--- config.mk ---
export PLATFORM = sky130hd
export DESIGN_NAME = priority_schedule_metrics
export DESIGN_NICKNAME = d
export VERILOG_FILES = /design/src/rtl/core/psm_pkg.sv /design/src/rtl/core/psm_ram.sv /design/src/rtl/core/psm_dp.sv /design/src/rtl/core/psm_ctrl.sv /design/src/rtl/core/priority_schedule_metrics.sv
export SDC_FILE = /design/constraint.sdc
export NUM_CORES = 2
export LEC_CHECK = 0
export BUFFER_PORTS_ARGS = -buffer_cell sky130_fd_sc_hd__clkbuf_2
export CAP_MARGIN = 0
export CORE_MARGIN = 2
export CORE_UTILIZATION = 50
export DETAILED_ROUTE_END_ITERATION = 6
export PLACE_DENSITY = 0.71
export SKIP_LAST_GASP = 1
export SYNTH_ARGS = -nofsm -noshare
export SYNTH_HDL_FRONTEND = slang
export SYNTH_HIERARCHICAL = 1
export SYNTH_SLANG_ARGS = --single-unit
--- constraint.sdc ---
create_clock -name clock -period 4.3 [get_ports clock]
set_input_delay 0 -clock clock [delete_from_list [all_inputs] [get_ports clock]]
set_output_delay 0 -clock clock [all_outputs]
set_load 0.02 [all_outputs]
--- src/rtl/core/psm_pkg.sv ---
package psm_pkg;

   localparam int MAX_PROCS_DEF = 32;
   localparam int PNUM_W = 6;
   localparam int BURST_W = 16;
   localparam int PRIO_W = 8;
   localparam int TIME_W = 21;
   localparam int ELAPSED_W = 22;
   localparam int TOT_W = 28;
   localparam int STEP_W = 5;
   localparam logic [TIME_W-1:0] TIME_MAX = '1;

   typedef enum logic {
      ROW_PROCESS = 1'b0,
      ROW_SUMMARY = 1'b1
   } row_kind_type;

   typedef struct packed {
      logic [BURST_W-1:0] burst_time;
      logic [PRIO_W-1:0]  priority_req;
      logic               last_process;
   } req_type;

   typedef struct packed {
      logic               row_kind;
      logic [PNUM_W-1:0]  process_number;
      logic [BURST_W-1:0] burst_out;
      logic [TIME_W-1:0]  waiting_time;
      logic [TIME_W-1:0]  turnaround_time;
      logic [TIME_W-1:0]  avg_waiting;
      logic [TIME_W-1:0]  avg_turnaround;
      logic               last_result;
   } rsp_type;

   // One stored process.
   typedef struct packed {
      logic [BURST_W-1:0] burst;
      logic [PRIO_W-1:0]  prio;
      logic [PNUM_W-1:0]  num;
   } rec_type;

   typedef struct packed {
      logic wr_load;
      logic wr_sel;
      logic wr_first;
      logic take_first;
      logic take_sel;
      logic clr_emit;
      logic load_row;
      logic div_start_w;
      logic div_start_t;
      logic div_step;
      logic div_take_w;
      logic load_sum;
   } cmd_type;

   typedef struct packed {
      logic less;
      logic out_free;
   } status_type;

   function automatic logic [TIME_W-1:0] sat_time(input logic [TOT_W-1:0] v);
      logic [TIME_W-1:0] r;
      if (v > TOT_W'(TIME_MAX)) begin
         r = TIME_MAX;
      end else begin
         r = v[TIME_W-1:0];
      end
      return r;
   endfunction

endpackage

--- src/rtl/core/psm_ram.sv ---
module psm_ram #(
   parameter int WIDTH = 30,
   parameter int DEPTH = 32
) (
   input  logic                                     clock,
   input  logic                                     we,
   input  logic [((DEPTH > 1) ? $clog2(DEPTH) : 1)-1:0] waddr,
   input  logic [WIDTH-1:0]                         wdata,
   input  logic [((DEPTH > 1) ? $clog2(DEPTH) : 1)-1:0] raddr,
   output logic [WIDTH-1:0]                         rdata
);

   logic [WIDTH-1:0] mem_ff [DEPTH];
   logic [WIDTH-1:0] rdata_ff;

   always_ff @(posedge clock) begin
      if (we) begin
         mem_ff[waddr] <= wdata;
      end
      rdata_ff <= mem_ff[raddr];
   end

   assign rdata = rdata_ff;

endmodule

--- src/rtl/core/psm_dp.sv ---
module psm_dp #(
   parameter int MAX_PROCS = psm_pkg::MAX_PROCS_DEF
) (
   input  logic                    clock,
   input  logic                    reset,
   input  psm_pkg::cmd_type        cmd,
   output psm_pkg::status_type     status,
   input  logic [((MAX_PROCS > 1) ? $clog2(MAX_PROCS) : 1)-1:0] wr_addr,
   input  logic [((MAX_PROCS > 1) ? $clog2(MAX_PROCS) : 1)-1:0] rd_addr,
   input  logic [$clog2(MAX_PROCS + 1)-1:0] div_n,
   input  psm_pkg::req_type        req_data,
   output logic                    rsp_valid,
   input  logic                    rsp_ready,
   output psm_pkg::rsp_type        rsp_data
);

   localparam int RW = $bits(psm_pkg::rec_type);

   psm_pkg::rec_type rdata;
   psm_pkg::rec_type wdata;
   psm_pkg::rec_type load_rec;
   psm_pkg::rec_type first_ff;
   psm_pkg::rec_type sel_ff;
   logic we;

   logic [psm_pkg::ELAPSED_W-1:0] elapsed_ff, elapsed_in, turn;
   logic [psm_pkg::TOT_W-1:0] tot_w_ff, tot_t_ff;
   logic [psm_pkg::TOT_W-1:0] q_ff;
   logic [psm_pkg::PNUM_W-1:0] r_ff;
   logic [psm_pkg::PNUM_W:0] trial;
   logic [psm_pkg::PNUM_W:0] divisor;
   logic [psm_pkg::TIME_W-1:0] avg_w_ff;
   logic rsp_valid_ff;
   psm_pkg::rsp_type rsp_ff;

   always_comb begin
      load_rec.burst = req_data.burst_time;
      load_rec.prio = req_data.priority_req;
      load_rec.num = psm_pkg::PNUM_W'(wr_addr) + psm_pkg::PNUM_W'(1);
      priority if (cmd.wr_load) begin
         wdata = load_rec;
      end else if (cmd.wr_sel) begin
         wdata = sel_ff;
      end else begin
         wdata = first_ff;
      end
   end

   assign we = cmd.wr_load | cmd.wr_sel | cmd.wr_first;

   psm_ram #(.WIDTH(RW), .DEPTH(MAX_PROCS)) u_store (
      .clock (clock),
      .we    (we),
      .waddr (wr_addr),
      .wdata (wdata),
      .raddr (rd_addr),
      .rdata (rdata)
   );

   assign status.less = rdata.prio < sel_ff.prio;
   assign status.out_free = !rsp_valid_ff || rsp_ready;

   assign turn = elapsed_ff + psm_pkg::ELAPSED_W'(rdata.burst);
   assign elapsed_in = turn;
   assign divisor = {1'b0, psm_pkg::PNUM_W'(div_n)};
   assign trial = {r_ff, q_ff[psm_pkg::TOT_W-1]};

   always_ff @(posedge clock) begin
      if (cmd.take_first) begin
         first_ff <= rdata;
         sel_ff <= rdata;
      end else if (cmd.take_sel) begin
         sel_ff <= rdata;
      end

      if (cmd.clr_emit) begin
         elapsed_ff <= '0;
         tot_w_ff <= '0;
         tot_t_ff <= '0;
      end else if (cmd.load_row) begin
         elapsed_ff <= elapsed_in;
         tot_w_ff <= tot_w_ff + psm_pkg::TOT_W'(elapsed_ff);
         tot_t_ff <= tot_t_ff + psm_pkg::TOT_W'(turn);
      end

      // Restoring division, one quotient bit per step.
      priority if (cmd.div_start_w) begin
         q_ff <= tot_w_ff;
         r_ff <= '0;
      end else if (cmd.div_start_t) begin
         q_ff <= tot_t_ff;
         r_ff <= '0;
      end else if (cmd.div_step) begin
         if (trial >= divisor) begin
            r_ff <= psm_pkg::PNUM_W'(trial - divisor);
            q_ff <= {q_ff[psm_pkg::TOT_W-2:0], 1'b1};
         end else begin
            r_ff <= trial[psm_pkg::PNUM_W-1:0];
            q_ff <= {q_ff[psm_pkg::TOT_W-2:0], 1'b0};
         end
      end

      if (cmd.div_take_w) begin
         avg_w_ff <= psm_pkg::sat_time(q_ff);
      end

      if (cmd.load_row) begin
         rsp_ff.row_kind <= psm_pkg::ROW_PROCESS;
         rsp_ff.process_number <= rdata.num;
         rsp_ff.burst_out <= rdata.burst;
         rsp_ff.waiting_time <= psm_pkg::sat_time(psm_pkg::TOT_W'(elapsed_ff));
         rsp_ff.turnaround_time <= psm_pkg::sat_time(psm_pkg::TOT_W'(turn));
         rsp_ff.avg_waiting <= '0;
         rsp_ff.avg_turnaround <= '0;
         rsp_ff.last_result <= 1'b0;
      end else if (cmd.load_sum) begin
         rsp_ff.row_kind <= psm_pkg::ROW_SUMMARY;
         rsp_ff.process_number <= '0;
         rsp_ff.burst_out <= '0;
         rsp_ff.waiting_time <= '0;
         rsp_ff.turnaround_time <= '0;
         rsp_ff.avg_waiting <= avg_w_ff;
         rsp_ff.avg_turnaround <= psm_pkg::sat_time(q_ff);
         rsp_ff.last_result <= 1'b1;
      end

      if (reset) begin
         rsp_valid_ff <= 1'b0;
      end else if (cmd.load_row || cmd.load_sum) begin
         rsp_valid_ff <= 1'b1;
      end else if (rsp_ready) begin
         rsp_valid_ff <= 1'b0;
      end
   end

   assign rsp_valid = rsp_valid_ff;
   assign rsp_data = rsp_ff;

   a_row_sum: assert property (@(posedge clock) disable iff (reset)
      (rsp_valid_ff && rsp_ff.row_kind == psm_pkg::ROW_PROCESS &&
       rsp_ff.turnaround_time != psm_pkg::TIME_MAX) |->
      (rsp_ff.turnaround_time ==
       rsp_ff.waiting_time + psm_pkg::TIME_W'(rsp_ff.burst_out)))
      else $error("turnaround differs from waiting plus burst");

   a_no_overwrite: assert property (@(posedge clock) disable iff (reset)
      (cmd.load_row || cmd.load_sum) |-> status.out_free)
      else $error("result register overwritten before transfer");

   a_div_nonzero: assert property (@(posedge clock) disable iff (reset)
      cmd.div_step |-> (div_n != '0))
      else $error("division by zero count");

endmodule

--- src/rtl/core/psm_ctrl.sv ---
module psm_ctrl #(
   parameter int MAX_PROCS = psm_pkg::MAX_PROCS_DEF
) (
   input  logic                    clock,
   input  logic                    reset,
   input  logic                    req_valid,
   output logic                    req_ready,
   input  logic                    req_last,
   output psm_pkg::cmd_type        cmd,
   input  psm_pkg::status_type     status,
   output logic [((MAX_PROCS > 1) ? $clog2(MAX_PROCS) : 1)-1:0] wr_addr,
   output logic [((MAX_PROCS > 1) ? $clog2(MAX_PROCS) : 1)-1:0] rd_addr,
   output logic [$clog2(MAX_PROCS + 1)-1:0] div_n
);

   localparam int AW = (MAX_PROCS > 1) ? $clog2(MAX_PROCS) : 1;
   localparam int CW = $clog2(MAX_PROCS + 1);
   localparam logic [CW-1:0] CNT_MAX = CW'(MAX_PROCS);
   localparam logic [psm_pkg::STEP_W-1:0] LAST_STEP = psm_pkg::STEP_W'(psm_pkg::TOT_W - 1);

   typedef enum logic [3:0] {
      S_IDLE, S_RDI, S_GETI, S_RDJ, S_CMPJ, S_WR1, S_WR2,
      S_RDK, S_OUTK, S_DSW, S_DIVW, S_DIVT, S_SUM
   } state_type;

   state_type state_ff;
   logic [CW-1:0] cnt_ff, n_ff, i_ff, j_ff, sel_ff, k_ff;
   logic [psm_pkg::STEP_W-1:0] step_ff;
   logic accept, room;
   logic [CW-1:0] n_in;
   logic take_w_ff;

   assign req_ready = (state_ff == S_IDLE);
   assign accept = req_valid && req_ready;
   assign room = cnt_ff < CNT_MAX;
   assign n_in = room ? cnt_ff + CW'(1) : cnt_ff;
   assign div_n = n_ff;

   always_comb begin
      cmd = '0;
      wr_addr = cnt_ff[AW-1:0];
      rd_addr = i_ff[AW-1:0];
      unique case (state_ff)
         S_IDLE: begin
            cmd.wr_load = accept && room;
         end
         S_RDI: rd_addr = i_ff[AW-1:0];
         S_GETI: cmd.take_first = 1'b1;
         S_RDJ: rd_addr = j_ff[AW-1:0];
         S_CMPJ: cmd.take_sel = status.less;
         S_WR1: begin
            cmd.wr_sel = 1'b1;
            wr_addr = i_ff[AW-1:0];
         end
         S_WR2: begin
            cmd.wr_first = 1'b1;
            wr_addr = sel_ff[AW-1:0];
            cmd.clr_emit = (i_ff + CW'(1)) >= n_ff;
         end
         S_RDK: rd_addr = k_ff[AW-1:0];
         S_OUTK: begin
            rd_addr = k_ff[AW-1:0];
            cmd.load_row = status.out_free;
         end
         S_DSW: cmd.div_start_w = 1'b1;
         S_DIVW: begin
            cmd.div_step = 1'b1;
         end
         S_DIVT: begin
            // The first average is taken here, then the second division starts.
            if (take_w_ff) begin
               cmd.div_take_w = 1'b1;
               cmd.div_start_t = 1'b1;
            end else begin
               cmd.div_step = 1'b1;
            end
         end
         S_SUM: cmd.load_sum = status.out_free;
         default: cmd = '0;
      endcase
   end

   always_ff @(posedge clock) begin
      if (reset) begin
         state_ff <= S_IDLE;
         cnt_ff <= '0;
         n_ff <= '0;
         i_ff <= '0;
         j_ff <= '0;
         sel_ff <= '0;
         k_ff <= '0;
         step_ff <= '0;
      end else begin
         unique case (state_ff)
            S_IDLE: begin
               if (accept) begin
                  if (req_last) begin
                     n_ff <= n_in;
                     cnt_ff <= '0;
                     i_ff <= '0;
                     state_ff <= S_RDI;
                  end else begin
                     cnt_ff <= n_in;
                  end
               end
            end
            S_RDI: state_ff <= S_GETI;
            S_GETI: begin
               sel_ff <= i_ff;
               j_ff <= i_ff + CW'(1);
               state_ff <= ((i_ff + CW'(1)) < n_ff) ? S_RDJ : S_WR1;
            end
            S_RDJ: state_ff <= S_CMPJ;
            S_CMPJ: begin
               if (status.less) begin
                  sel_ff <= j_ff;
               end
               j_ff <= j_ff + CW'(1);
               state_ff <= ((j_ff + CW'(1)) < n_ff) ? S_RDJ : S_WR1;
            end
            S_WR1: state_ff <= S_WR2;
            S_WR2: begin
               i_ff <= i_ff + CW'(1);
               k_ff <= '0;
               state_ff <= ((i_ff + CW'(1)) < n_ff) ? S_RDI : S_RDK;
            end
            S_RDK: state_ff <= S_OUTK;
            S_OUTK: begin
               if (status.out_free) begin
                  k_ff <= k_ff + CW'(1);
                  state_ff <= ((k_ff + CW'(1)) < n_ff) ? S_RDK : S_DSW;
               end
            end
            S_DSW: begin
               step_ff <= '0;
               state_ff <= S_DIVW;
            end
            S_DIVW: begin
               step_ff <= step_ff + psm_pkg::STEP_W'(1);
               if (step_ff == LAST_STEP) begin
                  step_ff <= '0;
                  state_ff <= S_DIVT;
               end
            end
            S_DIVT: begin
               if (!take_w_ff) begin
                  step_ff <= step_ff + psm_pkg::STEP_W'(1);
                  if (step_ff == LAST_STEP) begin
                     state_ff <= S_SUM;
                  end
               end
            end
            S_SUM: begin
               if (status.out_free) begin
                  state_ff <= S_IDLE;
               end
            end
            default: state_ff <= S_IDLE;
         endcase
      end
   end

   // Hand-off between the two divisions happens on the first cycle of S_DIVT.
   always_ff @(posedge clock) begin
      if (reset) begin
         take_w_ff <= 1'b0;
      end else begin
         take_w_ff <= (state_ff == S_DIVW) && (step_ff == LAST_STEP);
      end
   end

   a_cnt_bound: assert property (@(posedge clock) disable iff (reset)
      cnt_ff <= CNT_MAX)
      else $error("loaded count above capacity");

   a_n_range: assert property (@(posedge clock) disable iff (reset)
      (state_ff != S_IDLE) |-> (n_ff != '0 && n_ff <= CNT_MAX))
      else $error("list length out of range while busy");

   a_sel_range: assert property (@(posedge clock) disable iff (reset)
      (state_ff == S_WR2) |-> (sel_ff >= i_ff && sel_ff < n_ff))
      else $error("selected index outside unsorted part");

   a_take_state: assert property (@(posedge clock) disable iff (reset)
      take_w_ff |-> (state_ff == S_DIVT))
      else $error("hand-off flag outside second division");

endmodule

--- src/rtl/core/priority_schedule_metrics.sv ---
// Non-preemptive priority scheduler with timing metrics.
// Input channel (req_valid/req_ready/req_data): one transaction per process,
// carrying its burst time and priority; last_process closes the job list.
// Processes are numbered from 1 in arrival order. Once MAX_PROCS are held,
// further processes are dropped, but a closing flag still ends the list.
// Transactions are taken whenever the block is idle. After the closing
// transaction req_ready stays low while the list is ordered by ascending
// priority with a selection sort over the process store (one write and one
// read port): each pass reads and compares every candidate in turn, then
// writes the two swapped records back. The rows then leave one by one on the
// result channel (rsp_valid/rsp_ready/rsp_data), each with number, burst,
// waiting and turnaround time, followed by a summary row whose averages come
// from a restoring divider of 28 steps per average.
// The result register lets a row wait while the next one is fetched; a stalled
// receiver simply holds the block in its emit phase, nothing is lost.
// Synchronous reset empties the list and clears the result channel.
module priority_schedule_metrics #(
   parameter int MAX_PROCS = psm_pkg::MAX_PROCS_DEF
) (
   input  logic             clock,
   input  logic             reset,
   input  logic             req_valid,
   output logic             req_ready,
   input  psm_pkg::req_type req_data,
   output logic             rsp_valid,
   input  logic             rsp_ready,
   output psm_pkg::rsp_type rsp_data
);

   localparam int AW = (MAX_PROCS > 1) ? $clog2(MAX_PROCS) : 1;
   localparam int CW = $clog2(MAX_PROCS + 1);

   psm_pkg::cmd_type    cmd;
   psm_pkg::status_type status;
   logic [AW-1:0] wr_addr, rd_addr;
   logic [CW-1:0] div_n;

   psm_ctrl #(.MAX_PROCS(MAX_PROCS)) u_ctrl (
      .clock     (clock),
      .reset     (reset),
      .req_valid (req_valid),
      .req_ready (req_ready),
      .req_last  (req_data.last_process),
      .cmd       (cmd),
      .status    (status),
      .wr_addr   (wr_addr),
      .rd_addr   (rd_addr),
      .div_n     (div_n)
   );

   psm_dp #(.MAX_PROCS(MAX_PROCS)) u_dp (
      .clock     (clock),
      .reset     (reset),
      .cmd       (cmd),
      .status    (status),
      .wr_addr   (wr_addr),
      .rd_addr   (rd_addr),
      .div_n     (div_n),
      .req_data  (req_data),
      .rsp_valid (rsp_valid),
      .rsp_ready (rsp_ready),
      .rsp_data  (rsp_data)
   );

endmodule

==> summary.md <==
| Metric | Value |
|---|---|
| Worst-Skew Late Latency | 770 ps |
| Drt total wl | 141 mm |
| Area fraction of the dominant cell type after synthesis | 0.605 |
| Peak supply drop | 0.000483 V |
| Ratio of cells with drive above 1 in the final layout | 0.141 |
| Max Fanout on Critical Path | 6 |
| Die height | 339 um |
| Mapped Cells | 3986 |
| Hold crit path type | input port to flip-flop |
| Final antenna-violating net count | 0 |
| Worst R2R Start | u_dp/u_store/rdata[14] |
| Critical Path AT | 4700 ps |
| Post-synth EDFFs | 1133 |
| Routed vias/inst | 5.90 |
| Fin util | 0.576 |
| DR iter-0 viols | 3692 |
| First-pass detailed-route iteration total | 6 |
| Worst Hold Depth | 2 |
| Worst Max-Slew Pin Slew | 1260 ps |
| Status | complete, no violations |
| Seq/Total Area, Yosys | 0.677 |
| Largest net degree at the start of global routing | 122 |
| Clock Pin Slew Worst Setup and Hold Paths | 60 ps |
| Cell taking the most area after synthesis | edfxtp_1 |
| Row count | 123 |
| # setup viols final | 0 |
| Power per Cell Area | 657 mW/mm^2 |
| Gr usage total | 0.241 |
| # DRC | 0 |
| I/O pin count | 139 |
| Cts bufs inserted | 138 |
| Root buf cell | clkbuf_16 |
| Path depth of the worst reg2reg path | 18 |
| First-pass GRT wire length | 209 mm |
| Top-count cell post-synth | edfxtp_1 |
| Worst Path Required | 4940 ps |
| Tmin final | 4070 ps |
| CTS tree | done |
| Initial antenna violation count | 2 |
| Vias | 34700 |
| Grt ovf | 0 |
| Inserted Diodes | 0 |
| Crit end category | flip-flop |
| CTS HTree Levels | 4 |
| Initial Utilization | 0.502 |
| Layout area overhead | 14.7% |
| Synth cell count leaders | edfxtp_1 (1133), mux2i_1 (592), nor2_1 (289) |
| Leakage power | 21.3 nW |
| Register bit count reported by yosys | 1336 |
| Relative slew slack | 0.158 |
| CORE AREA | 0.112 mm^2 |
| Setup TNS | 0 ps |
| Post-Syn Nets | 4116 |
| WS Path Type | flip-flop to flip-flop |
| Max-slew violation count | 0 |
| Clk buf depth | 3 |
| Worst hold start | reset |
| Sink Count | 1336 |
| Worst setup SP type | flip-flop |
| Nets@finish | 4388 |
| Synth warnings | 6 |
| Final Hold Vio Count | 0 |
| Die ar. | 0.115 mm^2 |
| Vias in the first global route | 33300 |
| FF-to-FF setup slack | 230 ps |
| Largest cells by area after synthesis | edfxtp_1 (60%), mux2i_1 (11%), dfxtp_1 (7.2%) |
| Synthesized area | 0.0563 mm^2 |
| I/O Buffers | 138 |
| Synth Flop Type | edfxtp_1 |
| Die W | 339 um |
| Worst reg2reg path endpoint | u_dp/tot_t_ff[22] |
| Unrepaired setup endpoints after global routing | no |
| Hold endpoint | u_ctrl/cnt_ff[1] |
| Peak Freq | 0.246 GHz |
| Fillers | 8761 |
| Cell variety after synth | 85 |
| Max-Cap Viols | 0 |
| Period utilization | 0.946 |
| Final HPWL DP | 85.4 mm |
| Final Skew | 45.7 ps |
| Mapped Avg Cell Area | 14.1 um^2 |
| DR WL/cell | 24.1 um |
| Global placer's final weighted congestion | 0.859 |
| Asr flop ratio synth | 0 |
sequential cells by signal, summed over array words and instances, names as in the netlist:
signal	cells
u_ctrl/k_ff	6
u_ctrl/take_w_ff	1
u_dp/tot_t_ff	28
u_ctrl/cnt_ff	6
u_dp/q_ff	28
u_dp/tot_w_ff	28
u_ctrl/sel_ff	5
u_dp/first_ff	30
u_ctrl/state_ff	4
u_ctrl/i_ff	6
u_dp/avg_w_ff	21
u_dp/rsp_data	107
u_ctrl/j_ff	6
u_dp/u_store/mem_ff	960
u_dp/sel_ff	30
u_dp/u_store/rdata	30
u_dp/elapsed_ff	22
u_ctrl/step_ff	5
u_dp/rsp_valid	1
u_ctrl/div_n	6
u_dp/r_ff	6
per-layer routing:
| layer | vias up | share of wire | wire, um | global-route usage |
|---|---|---|---|---|
| met2 | 1500 | 0.46 | 64400 | 0.371 |
| met5 | - | 0.000092 | 13 | 0 |
| met1 | 17200 | 0.43 | 60700 | 0.345 |
| met3 | 244 | 0.088 | 12400 | 0.0483 |
| met4 | 2 | 0.028 | 3910 | 0.0797 |
| li1 | 15700 | - | - | - |
final cells by class:
cell class / instances / area [um^2] / area share
Tap cell: 1500 / 1880 / 0.0291
Timing Repair Buffer: 353 / 2860 / 0.0443
Inverter: 72 / 275 / 0.00426
Clock buffer: 177 / 3750 / 0.0580
Sequential cell: 1336 / 38100 / 0.590
Multi-Input combinational cell: 2357 / 17100 / 0.265
Clock inverter: 77 / 639 / 0.00990
layout by cell type (no fill, tap or decap), drive strengths merged, types with 40 or more instances in the layout:
master	n
o21ai	114
nor3	51
a31oi	43
clkbuf	315
nand2	249
nand3	140
nor2	289
a21oi	167
clkinv	58
ha	97
a22oi	105
inv	78
xor2	40
edfxtp	1133
buf	189
mux2i	592
xnor2	42
a211oi	51
a22o	60
dfxtp	203
power breakdown:
part / internal (W) / switching [W]
registers: 0.0170 / 0.000918
logic: 0.00490 / 0.00813
clock network: 0.00652 / 0.00499
logic make-up after synthesis:
group | share of synthesized area
flops | 0.677
buf+inv | 0.0265
simple gates | 0.0721
xor+xnor | 0.0131
fa+ha+maj | 0.0230
compound gates | 0.0814
mux | 0.107
critical path: stages, from the launching register on:
cell       delay, ps
dfxtp_1          340
ha_2             220
fa_2             350
a21o_1           220
a221oi_2         230
buf_4            160
o2111ai_1        150
nand2_1          130
o21ai_0          110
xor2_1           190
ha_1             370
a21o_1           220
a21o_1           210
a2111oi_4        340
buf_4            160
a21oi_1          100
o21ai_0          240
xor2_1           170
nor2_1            50
what timing repair did:
item	CTS	global route
hold endpoints to repair	598	0
endpoints found under the setup margin	3	10
resized for setup	1	12
pin swaps	0	13
buffers inserted	0	12
hold buffers	26	0
worst max path at each step:
stage,from,end
final,u_dp/u_store/rdata[14],u_dp/tot_t_ff[22]
after global routing,u_dp/u_store/rdata[14],u_dp/tot_t_ff[26]
after CTS,u_dp/u_store/rdata[14],u_dp/tot_t_ff[24]
after detailed placement,u_dp/u_store/rdata[14],u_dp/tot_t_ff[24]
after global placement,u_dp/u_store/rdata[14],u_dp/tot_t_ff[24]
after floorplan,u_ctrl/state_ff[0],u_dp/u_store/mem_ff[28][0]
per-stage QoR:
step                      power (W)  cells  setup slack (ps)  area [um^2]  hold slack, ps
after floorplan              0.0267   3986               156        56300            69.1
after global placement       0.0303   5580              21.9        59800             393
after detailed placement     0.0306   5580              6.13        59800             408
after CTS                    0.0422   5860              24.5        64400            3.08
after global routing         0.0445   5872              2.33        64600            65.0
final                        0.0424   5872               231        64600            38.6
Power figures use the tool's default switching activity.
